$ cat src/design/g4fb_pkg.sv
`default_nettype none

package g4fb_pkg;

   localparam int unsigned DEFAULT_MAX_WIDTH  = 1024;
   localparam int unsigned DEFAULT_MAX_HEIGHT = 1024;

   localparam int unsigned DIM_BITS  = 11;
   localparam int unsigned POS_BITS  = 10;
   localparam int unsigned GRAY_BITS = 8;
   localparam int unsigned NIB_BITS  = 4;
   localparam int unsigned REQ_BITS  = 2;

   localparam logic [DIM_BITS-1:0] WIDTH_RESET  = 11'd600;
   localparam logic [DIM_BITS-1:0] HEIGHT_RESET = 11'd800;

   localparam int unsigned CSR_INDEX_BITS = 8;
   localparam logic [CSR_INDEX_BITS-1:0] CSR_WIDTH  = 8'd0;
   localparam logic [CSR_INDEX_BITS-1:0] CSR_HEIGHT = 8'd1;

   localparam logic [REQ_BITS-1:0] REQ_WRITE = 2'd0;
   localparam logic [REQ_BITS-1:0] REQ_READ  = 2'd1;
   localparam logic [REQ_BITS-1:0] REQ_CLEAR = 2'd2;

   localparam logic [GRAY_BITS-1:0] GRAY_BLANK = 8'hFF;
   localparam logic [NIB_BITS-1:0]  NIB_FULL   = 4'hF;

   localparam int unsigned QUEUE_DEPTH = 2;

   // x / 17 as (x * 241) >> 12, exact for 8-bit x
   localparam logic [15:0] RECIP_17    = 16'd241;
   localparam int unsigned RECIP_SHIFT = 12;

   typedef struct packed {
      logic [REQ_BITS-1:0]  req_type;
      logic [POS_BITS-1:0]  pos_x;
      logic [POS_BITS-1:0]  pos_y;
      logic [GRAY_BITS-1:0] gray_value;
   } req_payload_type;

   typedef struct packed {
      logic [GRAY_BITS-1:0] read_gray;
      logic                 in_bounds;
   } rsp_payload_type;

   typedef enum logic [1:0] {
      OP_NONE  = 2'd0,
      OP_WRITE = 2'd1,
      OP_READ  = 2'd2,
      OP_CLEAR = 2'd3
   } op_type;

   typedef struct packed {
      op_type              op;
      logic                odd;
      logic [NIB_BITS-1:0] nib;
   } cmd_type;

   function automatic logic [NIB_BITS-1:0] level_of_gray(input logic [GRAY_BITS-1:0] gray);
      logic [GRAY_BITS-1:0] inv;
      logic [15:0] prod;
      inv  = ~gray;
      prod = 16'(inv) * RECIP_17;
      return prod[RECIP_SHIFT +: NIB_BITS];
   endfunction

   function automatic logic [GRAY_BITS-1:0] gray_of_level(input logic [NIB_BITS-1:0] nib);
      return ~{nib, nib};
   endfunction

endpackage

`default_nettype wire

$ cat src/design/g4fb_queue.sv
`default_nettype none

module g4fb_queue #(
   parameter int unsigned DATA_BITS = 8
) (
   input  wire                  clock,
   input  wire                  reset,
   input  wire                  push,
   input  wire  [DATA_BITS-1:0] push_data,
   output logic                 full,
   input  wire                  pop,
   output logic                 nonempty,
   output logic [DATA_BITS-1:0] pop_data
);

   localparam int unsigned Depth = g4fb_pkg::QUEUE_DEPTH;
   localparam int unsigned PtrBits = (Depth > 1) ? $clog2(Depth) : 1;
   localparam int unsigned CntBits = $clog2(Depth + 1);

   logic [DATA_BITS-1:0] entry_ff [Depth];
   logic [PtrBits-1:0]   wr_ptr_ff, wr_ptr_in;
   logic [PtrBits-1:0]   rd_ptr_ff, rd_ptr_in;
   logic [CntBits-1:0]   count_ff, count_in;

   assign full     = (count_ff == CntBits'(Depth));
   assign nonempty = (count_ff != '0);
   assign pop_data = entry_ff[rd_ptr_ff];

   always_comb begin
      wr_ptr_in = wr_ptr_ff;
      rd_ptr_in = rd_ptr_ff;
      count_in  = count_ff;
      if (push) begin
         wr_ptr_in = (wr_ptr_ff == PtrBits'(Depth - 1)) ? '0 : wr_ptr_ff + PtrBits'(1);
      end
      if (pop) begin
         rd_ptr_in = (rd_ptr_ff == PtrBits'(Depth - 1)) ? '0 : rd_ptr_ff + PtrBits'(1);
      end
      if (push && !pop) begin
         count_in = count_ff + CntBits'(1);
      end else if (pop && !push) begin
         count_in = count_ff - CntBits'(1);
      end
   end

   always_ff @(posedge clock) begin
      if (reset) begin
         wr_ptr_ff <= '0;
         rd_ptr_ff <= '0;
         count_ff  <= '0;
      end else begin
         wr_ptr_ff <= wr_ptr_in;
         rd_ptr_ff <= rd_ptr_in;
         count_ff  <= count_in;
      end
   end

   always_ff @(posedge clock) begin
      if (push) begin
         entry_ff[wr_ptr_ff] <= push_data;
      end
   end

endmodule

`default_nettype wire

$ cat config.mk
export PLATFORM = sky130hd
export DESIGN_NAME = g4fb_queue
export DESIGN_NICKNAME = d
export VERILOG_FILES = /design/src/design/g4fb_pkg.sv /design/src/design/g4fb_queue.sv
export SDC_FILE = /design/constraint.sdc
export NUM_CORES = 1
export LEC_CHECK = 0
export BUFFER_PORTS_ARGS = -buffer_cell sky130_fd_sc_hd__buf_2
export CORE_MARGIN = 5
export CORE_UTILIZATION = 44
export DETAILED_ROUTE_END_ITERATION = 12
export MAX_ROUTING_LAYER = met4
export PLACE_DENSITY = 0.7
export RECOVER_POWER = 100
export SETUP_SLACK_MARGIN = 0.15
export SYNTH_ARGS = -nofsm -noshare
export SYNTH_HDL_FRONTEND = slang
export SYNTH_SLANG_ARGS = --single-unit
$ cat constraint.sdc
create_clock -name clock -period 1.1 [get_ports clock]
set_clock_uncertainty 0.05 [all_clocks]
set_input_delay 0.11 -clock clock [delete_from_list [all_inputs] [get_ports clock]]
set_output_delay 0.11 -clock clock [all_outputs]
set_load 0.01 [all_outputs]
### Yosys cells after proc, flatten, opt, wreduce, memory -nomap -nowiden

Memories as Yosys holds them, arrays and structs flattened. A register that Yosys moved wholly into a read port is not among the register bits.
Cells that the tools add are included.

* add/sub/neg operators: 4
* eq/ne operators: 1
* mux-type cells: 8
* reductions and logical operators: 6

Operators with widths (number)
* $mux W1: 6
* $mux W2: 2
* $reduce_bool A2 Y1: 2
* $add A1 B1 Y1 const B: 2
* $add A2 B1 Y2 const B: 1
* $eq A2 B2 Y1 const B: 1
* $logic_and A1 B1 Y1: 2
* $logic_not A1 Y1: 2
* $sub A2 B1 Y2 const B: 1

* flip-flop bits (word level): 4
* bits in writable memories: 16
* bits of input ports: 12
* output and inout port bits: 10
* logic and storage cells: 23
* memories kept: 1

Memory list
* entry_ff: depth 2, bits a word 8, read ports 1, clocked after Yosys merged registers in 1, wr ports 1, line g4fb_queue.sv:20 `logic [DATA_BITS-1:0] entry_ff [Depth];`

### Longest topological paths before layout

* word-level depth: 4
* depth in mapped cells: 5
* mapped depth without buffers: 5

### Least setup slack after synthesis

Ideal clock, no wire load.

* path type: reg2reg
* from: reg wr_ptr_ff
* to: mem entry_ff[0][0] (enable)
* library setup time: 0.373 ns
* arrival: 0.715 ns
* data required time: 0.677 ns
* slack: -0.038 ns
* stages on the path, launching flop included: 2
* path buffers: 0
* clock period less this slack: 1.138 ns
* path through: dfxtp_1 > nor2b_1

RTL lines
* start, declared: line g4fb_queue.sv:21 `logic [PtrBits-1:0] wr_ptr_ff, wr_ptr_in;`
* start signal, assigned: line g4fb_queue.sv:52 `wr_ptr_ff <= wr_ptr_in;`
* end, declared: line g4fb_queue.sv:20

Straight into the memory's write port.

==> reports/summary.txt <==
Area of the core - 1710 um^2
Antenna violations before repair - 0
Max Fanout on Critical Path - 5
Max-slew violations - 0
Final hold vios - 0
Port Buffers - 21
Total number of yosys warnings - 0
Final WS setup - -279 ps
Cell Int Power - 1290 uW
Syn Inst Count - 47
Wire per inst - 13.0 um
Clock power share - 21.5%
Relative slew slack - 82.5%
Total track usage - 11.4%
Comb power frac - 22.2%
Longest Clk Path Bufs - 2
DR vias/cell - 4.57
Largest net degree at the start of global routing - 13
Post-synth EDFFs - 16
Clk Latency, worst-skew pair - 290 ps
Worst path bufs/invs - 2
Routed Wire Length - 1410 um
Total I/O pin count - 22
Area fraction of the dominant cell type after synthesis - 61.1%
Vias in the first global route - 529
Clock transition at path regs - 110 ps
Max H-tree Level - 1
WS Path Type - flop to primary output
Post-synthesis net count - 60
Sw frac - 23.4%
Min Tclk post-route - 1380 ps
Clock Sinks - 21
Die W - 52.3 um
Maximum clock rate - 725 MHz
Pre-CTS setup slack - -12.0 ps
Dpl hpwl - 886 um
DP Cell Count - 94
Area delta synth->final - 50.5%
Hold WC Path Type - primary input to flop
Static Leakage - 0.000486 uW
Sequential cell area fraction in the yosys report - 73.9%
Initial core utilization - 46.0%
Setup violations, final - 10
Critical Path RT - 940 ps
Slowest stage cell, crit path - dfxtp_2
Failing checks - negative setup slack
Synthesized flop and latch total - 21
Final nets - 97
Crit. End Element - primary output
Layout cells sized above 1 - 49.4%
CTS Root Buffer Type - clkbuf_4
Actual slew at the worst max-slew pin - 262 ps
Final RePlAce weighted congestion - 0.657
Delay-heaviest family, CP - flip-flops
Period utilization - 125%
Sequential share of power - 56.3%
Maximum vdd drop - 897 uV
Die Y - 52.3 um
Status - complete, but fails checks
CTS Buf Count - 3
Post-synth top area cell - edfxtp_1
CP dominant cell by count - buf_6
First-pass iteration count of the detailed router - 2
Final std cells w/o fill - 108
Synth Flop Type - edfxtp_1
Post-synth ARST share - 0%
Synthesized area - 786 um^2
Global-route wire length before repair - 2130 um
Unrepaired setup endpoints after global routing - yes
Count of antenna diodes in the layout - 0
# rows - 15
CP peak stage delay - 360 ps
PD cells - 1420 nW/um^2
Fill cells - 115
DRC Markers - 0
Most frequent cell after synthesis - edfxtp_1
P_sw - 393 uW
Commonest cells in the netlist - edfxtp_1 (16), mux2_2 (8), dfxtp_1 (5)
Routed vias - 494
Max-Cap Viols - 0
Arrival time at the worst endpoint - 1220 ps
Critical path startpoint category - flop
Cell variety after synth - 16
Area of the die - 2730 um^2
Crit-path cells - buf_6, mux2_4, buf_6
Overflow after GRT - 0
Synth top area cells - edfxtp_1 (61%), dfxtp_1 (13%), mux2_2 (11%)
Initial DRC Count - 3
Mean Syn Cell Area - 16.7 um^2
TritonCTS clock tree - yes
Final ANT Viol Nets - 0
==> timing repair <==
| item | CTS | global route |
|---|---|---|
| pin swaps | 0 | 2 |
| resized for setup | 25 | 0 |
| hold buffers | 9 | 0 |
| hold endpoints to repair | 21 | 0 |
| gates cloned | 0 | 0 |
| endpoints found under the setup margin | 27 | 19 |
| buffers inserted | 1 | 0 |
==> state kept, by name, summed over array words and instances, names as in the netlist, named ones only <==
register and count:
entry_ff 16, count_ff 2, rd_ptr_ff 1, wr_ptr_ff 1
==> worst paths after layout <==
kind               start          end  slack (ps)  depth (start not counted)
max                 flop  pop_data[2]        -280                          3
min reg2reg  count_ff[1]  count_ff[1]         450                          2
max reg2reg  count_ff[0]  count_ff[1]          30                          3
min                  pop    rd_ptr_ff          50                          3
==> power groups by stage <==
stage                     Combinational [uW]  Sequential (uW)  Clock, uW
final                                    374              947        361
after detailed placement                 246              962          0
after floorplan                          154              954          0
after global routing                     403              952        406
after global placement                   241              959          0
after CTS                                378              948        368
==> layer usage <==
layer / GRT usage [%] / part of all wire [%] / vias up
li1: - / - / 240
met1: 12.0 / 41 / 241
met3: 1.71 / 4.3 / 2
met5: - / 0 / -
met4: 6.38 / 0.64 / 0
met2: 20.1 / 54 / 11
==> kinds of logic (layout without fill, tap and decap cells) <==
kind of cell    after synthesis  count (layout)  share of synthesized area, %
flops                        21              21                          73.9
mux                           8               8                          11.5
compound gates                2               2                          1.27
fa+ha+maj                     1               1                          1.59
buf+inv                       2              38                          1.11
xor+xnor                      4               4                          4.46
simple gates                  9               9                          6.21
==> worst reg2reg max path, stage by stage (launching register included) <==
cell     delay [ps]
dfxtp_1         360
xor2_1          150
or3_1           310
a21oi_1         150
==> through the flow <==
step	TNS, ps	hold slack, ps	power, uW	cell area [um^2]	utilization [%]
final	-2270	49.9	1680	1180	69.2
after global routing	-2840	63.9	1760	1180	69.2
after CTS	-2300	47.5	1690	1190	69.7
after detailed placement	-12.0	252	1210	956	56.0
after global placement	0	248	1200	956	56.0
after floorplan	0	125	1110	812	-
==> cell type report <==
class	instances	area (um^2)	area share, %
flip-flops and latches	21	583	49.3
repair buffers	33	285	24.1
multi-input cells	24	251	21.3
well taps	25	31.3	2.65
clock buffers	3	22.5	1.90
clock inverters	1	5.00	0.423
inverters	1	3.75	0.317
==> layout by cell type, fill, tap and decap left out <==
cell type,Yosys,final
a21oi_1,1,1
buf_4,0,1
o21ai_0,1,1
xnor2_1,2,2
and2_4,0,1
inv_1,1,1
mux2_4,0,8
clkinv_2,0,1
clkbuf_4,0,3
or2_4,0,1
buf_6,0,12
edfxtp_1,16,16
dlygate4sd3_1,0,9
nor2_1,4,4
or3_1,1,1
ha_4,0,1
buf_2,1,9
nor2b_4,0,1
and2b_2,1,1
xor2_1,2,2
dfxtp_1,5,3
clkbuf_1,0,2
dfxtp_2,0,2
(Power assumes the default switching activity.)
