File: config.mk
export PLATFORM = sky130hd
export DESIGN_NAME = g4fb_front
export DESIGN_NICKNAME = d
export VERILOG_FILES = /design/src/design/g4fb_pkg.sv /design/src/design/g4fb_front.sv
export SDC_FILE = /design/constraint.sdc
export NUM_CORES = 1
export LEC_CHECK = 0
export ABC_CLOCK_PERIOD_IN_PS = 9200
export BUFFER_PORTS_ARGS = -buffer_cell sky130_fd_sc_hd__buf_2
export CAP_MARGIN = 20
export CORE_MARGIN = 2
export CORE_UTILIZATION = 56
export DETAILED_ROUTE_END_ITERATION = 6
export PLACE_DENSITY_LB_ADDON = 0.1
export SETUP_SLACK_MARGIN = 0.2
export SLEW_MARGIN = 15
export SYNTH_ARGS = -nofsm -noshare
export SYNTH_HDL_FRONTEND = slang
export SYNTH_SLANG_ARGS = --single-unit
export TNS_END_PERCENT = 5
File: constraint.sdc
create_clock -name clock -period 9.2 [get_ports clock]
set_input_delay 0.92 -clock clock [delete_from_list [all_inputs] [get_ports clock]]
set_output_delay 0.92 -clock clock [all_outputs]
set_load 0.01 [all_outputs]
File: src/design/g4fb_pkg.sv
`default_nettype none

package g4fb_pkg;

   localparam int unsigned DEFAULT_MAX_WIDTH  = 1024;
   localparam int unsigned DEFAULT_MAX_HEIGHT = 1024;

   localparam int unsigned DIM_BITS  = 11;
   localparam int unsigned POS_BITS  = 10;
   localparam int unsigned GRAY_BITS = 8;
   localparam int unsigned NIB_BITS  = 4;
   localparam int unsigned REQ_BITS  = 2;

   localparam logic [DIM_BITS-1:0] WIDTH_RESET  = 11'd600;
   localparam logic [DIM_BITS-1:0] HEIGHT_RESET = 11'd800;

   localparam int unsigned CSR_INDEX_BITS = 8;
   localparam logic [CSR_INDEX_BITS-1:0] CSR_WIDTH  = 8'd0;
   localparam logic [CSR_INDEX_BITS-1:0] CSR_HEIGHT = 8'd1;

   localparam logic [REQ_BITS-1:0] REQ_WRITE = 2'd0;
   localparam logic [REQ_BITS-1:0] REQ_READ  = 2'd1;
   localparam logic [REQ_BITS-1:0] REQ_CLEAR = 2'd2;

   localparam logic [GRAY_BITS-1:0] GRAY_BLANK = 8'hFF;
   localparam logic [NIB_BITS-1:0]  NIB_FULL   = 4'hF;

   localparam int unsigned QUEUE_DEPTH = 2;

   // x / 17 as (x * 241) >> 12, exact for 8-bit x
   localparam logic [15:0] RECIP_17    = 16'd241;
   localparam int unsigned RECIP_SHIFT = 12;

   typedef struct packed {
      logic [REQ_BITS-1:0]  req_type;
      logic [POS_BITS-1:0]  pos_x;
      logic [POS_BITS-1:0]  pos_y;
      logic [GRAY_BITS-1:0] gray_value;
   } req_payload_type;

   typedef struct packed {
      logic [GRAY_BITS-1:0] read_gray;
      logic                 in_bounds;
   } rsp_payload_type;

   typedef enum logic [1:0] {
      OP_NONE  = 2'd0,
      OP_WRITE = 2'd1,
      OP_READ  = 2'd2,
      OP_CLEAR = 2'd3
   } op_type;

   typedef struct packed {
      op_type              op;
      logic                odd;
      logic [NIB_BITS-1:0] nib;
   } cmd_type;

   function automatic logic [NIB_BITS-1:0] level_of_gray(input logic [GRAY_BITS-1:0] gray);
      logic [GRAY_BITS-1:0] inv;
      logic [15:0] prod;
      inv  = ~gray;
      prod = 16'(inv) * RECIP_17;
      return prod[RECIP_SHIFT +: NIB_BITS];
   endfunction

   function automatic logic [GRAY_BITS-1:0] gray_of_level(input logic [NIB_BITS-1:0] nib);
      return ~{nib, nib};
   endfunction

endpackage

`default_nettype wire

File: src/design/g4fb_front.sv
`default_nettype none

module g4fb_front #(
   parameter int unsigned MAX_WIDTH  = g4fb_pkg::DEFAULT_MAX_WIDTH,
   parameter int unsigned MAX_HEIGHT = g4fb_pkg::DEFAULT_MAX_HEIGHT,
   parameter int unsigned ADDR_BITS  = 19
) (
   input  wire                                      clock,
   input  wire                                      reset,
   input  wire                                      req_valid,
   output logic                                     req_stall,
   input  wire  g4fb_pkg::req_payload_type          req_data,
   input  wire                                      csr_write,
   input  wire  [g4fb_pkg::CSR_INDEX_BITS-1:0]      csr_index,
   input  wire  [g4fb_pkg::DIM_BITS-1:0]            csr_wdata,
   input  wire                                      queue_full,
   input  wire                                      init_busy,
   output logic                                     push,
   output g4fb_pkg::cmd_type                        push_cmd,
   output logic [ADDR_BITS:0]                       push_addr
);

   localparam int unsigned WB = $clog2(MAX_WIDTH + 1);
   localparam int unsigned HB = $clog2(MAX_HEIGHT + 1);
   localparam int unsigned SB = $clog2((MAX_WIDTH + 1) / 2 + 1);
   localparam int unsigned MB = (HB > g4fb_pkg::POS_BITS) ? HB : g4fb_pkg::POS_BITS;
   localparam int unsigned PB = MB + SB;

   logic [g4fb_pkg::DIM_BITS-1:0] width_ff, width_in;
   logic [g4fb_pkg::DIM_BITS-1:0] height_ff, height_in;

   logic [WB-1:0] eff_w;
   logic [HB-1:0] eff_h;
   logic [WB:0]   stride_sum;
   logic [SB-1:0] stride;
   logic          is_clear;
   logic          in_frame;
   logic [MB-1:0] mul_a;
   logic [PB-1:0] prod;
   logic [PB:0]   byte_sum;
   logic [g4fb_pkg::POS_BITS-1:0] col;

   always_comb begin
      width_in  = width_ff;
      height_in = height_ff;
      if (csr_write) begin
         unique case (csr_index)
            g4fb_pkg::CSR_WIDTH:  width_in  = csr_wdata;
            g4fb_pkg::CSR_HEIGHT: height_in = csr_wdata;
            default: ;
         endcase
      end
   end

   always_ff @(posedge clock) begin
      if (reset) begin
         width_ff  <= g4fb_pkg::WIDTH_RESET;
         height_ff <= g4fb_pkg::HEIGHT_RESET;
      end else begin
         width_ff  <= width_in;
         height_ff <= height_in;
      end
   end

   // saturate geometry to the store
   assign eff_w = (32'(width_ff) > 32'(MAX_WIDTH)) ? WB'(MAX_WIDTH) : WB'(width_ff);
   assign eff_h = (32'(height_ff) > 32'(MAX_HEIGHT)) ? HB'(MAX_HEIGHT) : HB'(height_ff);
   assign stride_sum = (WB + 1)'(eff_w) + (WB + 1)'(1);
   assign stride     = SB'(stride_sum >> 1);

   assign is_clear = (req_data.req_type == g4fb_pkg::REQ_CLEAR);
   assign in_frame = (32'(req_data.pos_x) < 32'(eff_w)) && (32'(req_data.pos_y) < 32'(eff_h));

   // row offset for a pixel, byte count for a clear
   assign mul_a    = is_clear ? MB'(eff_h) : MB'(req_data.pos_y);
   assign prod     = PB'(mul_a) * PB'(stride);
   assign col      = is_clear ? '0 : (req_data.pos_x >> 1);
   assign byte_sum = (PB + 1)'(prod) + (PB + 1)'(col);

   always_comb begin
      push_cmd.odd = req_data.pos_x[0];
      push_cmd.nib = g4fb_pkg::level_of_gray(req_data.gray_value);
      unique case (req_data.req_type)
         g4fb_pkg::REQ_WRITE: push_cmd.op = in_frame ? g4fb_pkg::OP_WRITE : g4fb_pkg::OP_NONE;
         g4fb_pkg::REQ_READ:  push_cmd.op = in_frame ? g4fb_pkg::OP_READ : g4fb_pkg::OP_NONE;
         g4fb_pkg::REQ_CLEAR: begin
            push_cmd.op  = g4fb_pkg::OP_CLEAR;
            push_cmd.nib = req_data.gray_value[g4fb_pkg::GRAY_BITS-1 -: g4fb_pkg::NIB_BITS];
         end
         default:             push_cmd.op = g4fb_pkg::OP_NONE;
      endcase
   end

   assign push_addr = (ADDR_BITS + 1)'(byte_sum);
   assign req_stall = queue_full || init_busy;
   assign push      = req_valid && !req_stall;

endmodule

`default_nettype wire

# --- Word-level counts from Yosys, hierarchy flattened ---
# Index checks and enable logic that the tools add are counted.
word_totals:
  register_bits: 22
  in_bits: 55
  out_inout_bits: 29
  wordCells: 30
classes:
  n_addsub: 2
  mul: 2
  order_cmp: 4
  eq_ne: 3
  mux: 8
  bitwise_logic: 1
  reduce_logical: 8
ops:
  columns: ["op", "count"]
  rows:
  - ["2-to-1 mux 11 bit", 3]
  - ["> comparator 11 bit, second input constant", 2]
  - ["less-than comparator 10 x 11 -> 1 bit", 2]
  - ["adder 20 x 9 -> 20 bit", 1]
  - ["multiplier 11 x 10 -> 20 bit", 1]
  - ["multiplier 8 x 8 -> 16 bit, second input constant", 1]
  - ["adder 11 x 1 -> 11 bit, second input constant", 1]
  - ["2-to-1 mux 9 bit", 1]
  - ["equality test 8 x 1 -> 1 bit, second input constant", 1]
  - ["logical NOT 8 bit", 1]
  - ["inverter 8 bit", 1]
  - ["case mux 2 bit (3 select lines)", 1]
  - ["2-to-1 mux 4 bit", 1]
  - ["AND reduction 2 bit", 2]
  - ["equality test 2 x 1 -> 1 bit, second input constant", 1]
  - ["equality test 2 bit, second input constant", 1]
  - ["logical AND 1 bit", 2]
  - ["logical NOT 2 bit", 1]
  - ["2-to-1 mux 2 bit", 1]
  - ["logical NOT 1 bit", 1]
  - ["logical OR 1 bit", 1]
  - ["2-to-1 mux 1 bit", 1]

# --- Depth between registers and ports, before layout ---
depth:
  word_depth: 6
  depth_mapped: 24
  mapped_depth_nobuf: 23

# --- Worst setup path before layout ---
# Ideal clock, no wire load.
synth_timing:
  kind: "input to output"
  startpoint: "in req_data[28] in the netlist's numbering"
  endpoint: "out push_addr[17]"
  arrival_time_ns: 6.176
  required_ns: 8.280
  setup_slack_ns: 2.104
  cell_stages: 21
  n_path_buf: 2
  cell_sequence: "nand2b_1 > clkbuf_1 > clkbuf_1 > o21ai_1 > and2_1 > fa_1 > inv_1 > fa_1 > inv_1 > fa_1 > fa_1 > inv_1 > fa_1 > inv_1 > ha_1 > o211ai_1 > nor2_1 > a221oi_2 > o21ai_2 > a2111o_1 > nand3_1"
synth_between:
  elab_chain_cells: 4
  word_cells_on_any_way: 5
  cone_classes: "add/sub (1); mul (1); eq/ne (1); mux (2)"
synth_lines:
  columns: ["element", "line", "rtl"]
  rows:
  - ["start, declared", "g4fb_front.sv:12", "input wire g4fb_pkg::req_payload_type req_data,"]
  - ["equality test 2 bit (*)", "g4fb_front.sv:71", "assign is_clear = (req_data.req_type == g4fb_pkg::REQ_CLEAR);"]
  - ["2-to-1 mux 11 bit", "g4fb_front.sv:75", "assign mul_a = is_clear ? MB'(eff_h) : MB'(req_data.pos_y);"]
  - ["multiplier 11 x 10 -> 20 bit", "g4fb_front.sv:76", "assign prod = PB'(mul_a) * PB'(stride);"]
  - ["adder 20 x 9 -> 20 bit (*)", "g4fb_front.sv:78", "assign byte_sum = (PB + 1)'(prod) + (PB + 1)'(col);"]
  - ["end, declared", "g4fb_front.sv:20", "output logic [ADDR_BITS:0] push_addr"]
# Every way passes the cells marked *; elsewhere a longest branch is shown, timed or not.

# --- Final worst setup path ---
# Ends and elaborated chain as after synthesis.

==> metrics.cfg <==
[run_status]
status = finished clean

[sta]
rsz0062_at_grt = false
drv_slew = 0
clock_skew_ns = 0
fin_crit_sh_pct = 87.4
setup_viol = 0
min_period_ns = 8.04
tightest_slew_ns = 0.963
max_freq_mhz = 124
hold_violations = 0
fin_tns_setup_ns = 0
max_slew_margin_pct = 35.6

[logic_synthesis]
ys_ff_latch = 22
yosysUniqueCellTypes = 54
syn_area_per_cell_um2 = 8.43
synthMostInstantiatedCell = inv_1
synthesis.nets = 1031
synth_common_cells = inv_1, ha_1, nand2_1
synth_top_cell_by_area = fa_1
mappedNetlistArea_um2 = 6540
netlist_top_cells_area = fa_1, ha_1, inv_1, dfxtp_1, nand2_1
synth_edf_count = 0
ys_seq_area_share_pct = 6.73
syn_inst = 776
yosys_most_used_dff = dfxtp_1
synthArstFlopShare_pct = 0
yosys_warnings = 0
synthDominantCellAreaShare_pct = 28.2

[cts]
cts_sinks = 22
worstSkewPairLatency_ns = 0.25
clk_pin_slew_ns = 0.05
ctsLongestPathBuffers = 2
cts_resized = 0
cts_setup_buffers = 0
hold_buffers = 0
h-tree-depth = 1
cts_tree = built
root_buffer = clkbuf_16
numCtsBuffers = 3

[floorplan]
ios = 84
design.die.area_um2 = 12600
start_util_pct = 57.3
std_cell_rows = 39
coreArea_um2 = 11400
die_y_um = 112
die_width_um = 112

[setup_path]
critPathBufInv = 6
cp_cell_sequence = buf_2 > nand2b_1 > buf_4 > o21ai_1 > nand2_1 > fa_1 > fa_1 > fa_1 > inv_1 > fa_1 > inv_1 > fa_1 > inv_1 > ha_1 > o211ai_1 > nor2_1 > a221oi_2 > o21ai_2 > a2111o_1 > nand3_1 > buf_2
cpPeakStageDelay_ns = 0.58
critical_path_required_ns = 8.28
crit_path_start = req_data[28]
crit_type = in2out
cp.arrival_ns = 7.12
crit_path_top_delay_cell = o21ai_1
critPathTopFamily = adder cells
rrSetupSlack_ns = 8.18
cp-end-kind = primary output
crit_top_cell = fa_1
cp-start-kind = primary input
path_max_fanout = 21
r2r-start = height_ff[10]

[worst_hold_path]
hold_class = reg2reg
min_from = height_ff[9]

[grt]
grt_max_degree = 23
antenna_found_initial = 0
grt_pass1_wl_mm = 26.0
gr-total-overflow = 0
track_usage_pct = 24.7
first_global_vias = 5617

[power]
peakVddDrop_v = 0.000183
power_density_nw_per_um2 = 130
p_leak_nw = 3.81

[final_layout]
area_growth_pct = 9.49
fin_nets = 1106
antenna_cells = 0
final_cells = 992
finish.utilization_pct = 62.7
final_layout_size_suffix_gt1_share_pct = 12.1
fillers = 1016

[route]
routed_wl_mm = 15.1
routedWlPerCell_um = 15.2
drtPass1Iterations = 5
ant_nets = 0
drc = 0
vias = 5428
via_per_inst = 5.47
drt_first_iter_violations = 321

[placed_design]
dpl.hpwl_mm = 12.9
portBuffers = 83
dp.cells = 989
place_congestion = 0.947

[run]
cap_viol_max_count = 0

==> registers in the layout, summed over array words and instances, names as in the netlist <==
register	cells
width_ff	11
height_ff	11
==> per-stage QoR <==
stage	worst slack (ns)	cell area (µm²)	hold slack (ns)	total power, mW
2_1_floorplan	2.10	6540	0.437	0.650
3_3_place_gp	1.30	7090	0.451	0.827
3_5_place_dp	1.22	7090	0.461	0.852
4_1_cts	1.21	7160	0.477	0.945
5_1_grt	0.774	7160	0.501	1.05
6_report	1.16	7160	0.475	0.934
==> power by group <==
part	internal (mW)	total, mW	switching [mW]	leakage (nW)
registers	0.0955	0.0957	0.000215	0.177
logic	0.328	0.751	0.423	3.60
clock network	0.0572	0.0871	0.0298	0.0370
total	0.481	0.934	0.453	3.81
==> cell families (layout without fill, tap and decap cells) <==
kind of cell               count (synthesis)  count (layout)  synth area share, %
DFF                                       22              22                 6.73
adders and majority gates                200             200                 48.8
buffers and inverters                    156             229                 9.24
muxes                                     15              15                 2.29
and+or+nand+nor                          261             261                 18.8
AOI/OAI and AO/OA                         90              90                 9.81
xor gates and xnor gates                  32              32                 4.28
==> worst paths after layout <==
check / endpoint / depth (start not counted)
hold / removal: height_ff[9] / 1
hold reg to reg: height_ff[9] / 1
setup / recovery: push_addr[17] / 21
setup reg to reg: height_ff[10] / 2
==> cells in the final DEF, fill, tap and decap left out, drive strengths merged, types with 17 or more instances in the layout <==
cell type / instances
inv: 138
and2: 34
xor2: 17
nor2: 54
buf: 88
o21ai: 27
fa: 92
ha: 108
nand2: 99
dfxtp: 22
==> routing by layer <==
layer	up-vias	GRT usage, %	wire length (µm)
li1	2651	-	-
met1	2600	34.9	6960
met2	156	42.4	7240
met3	21	1.46	630
met4	0	5.12	236
met5	-	0	0
==> cell type report <==
type / instances / area (µm²) / area share, %
Multi-Input combinational cell: 598 / 5500 / 76.8
Timing Repair Buffer: 88 / 453 / 6.32
Clock buffer: 3 / 75.1 / 1.05
Sequential cell: 22 / 440 / 6.15
Inverter: 138 / 518 / 7.23
Tap cell: 143 / 179 / 2.50
No activity file was read; power rests on OpenSTA's default activity.
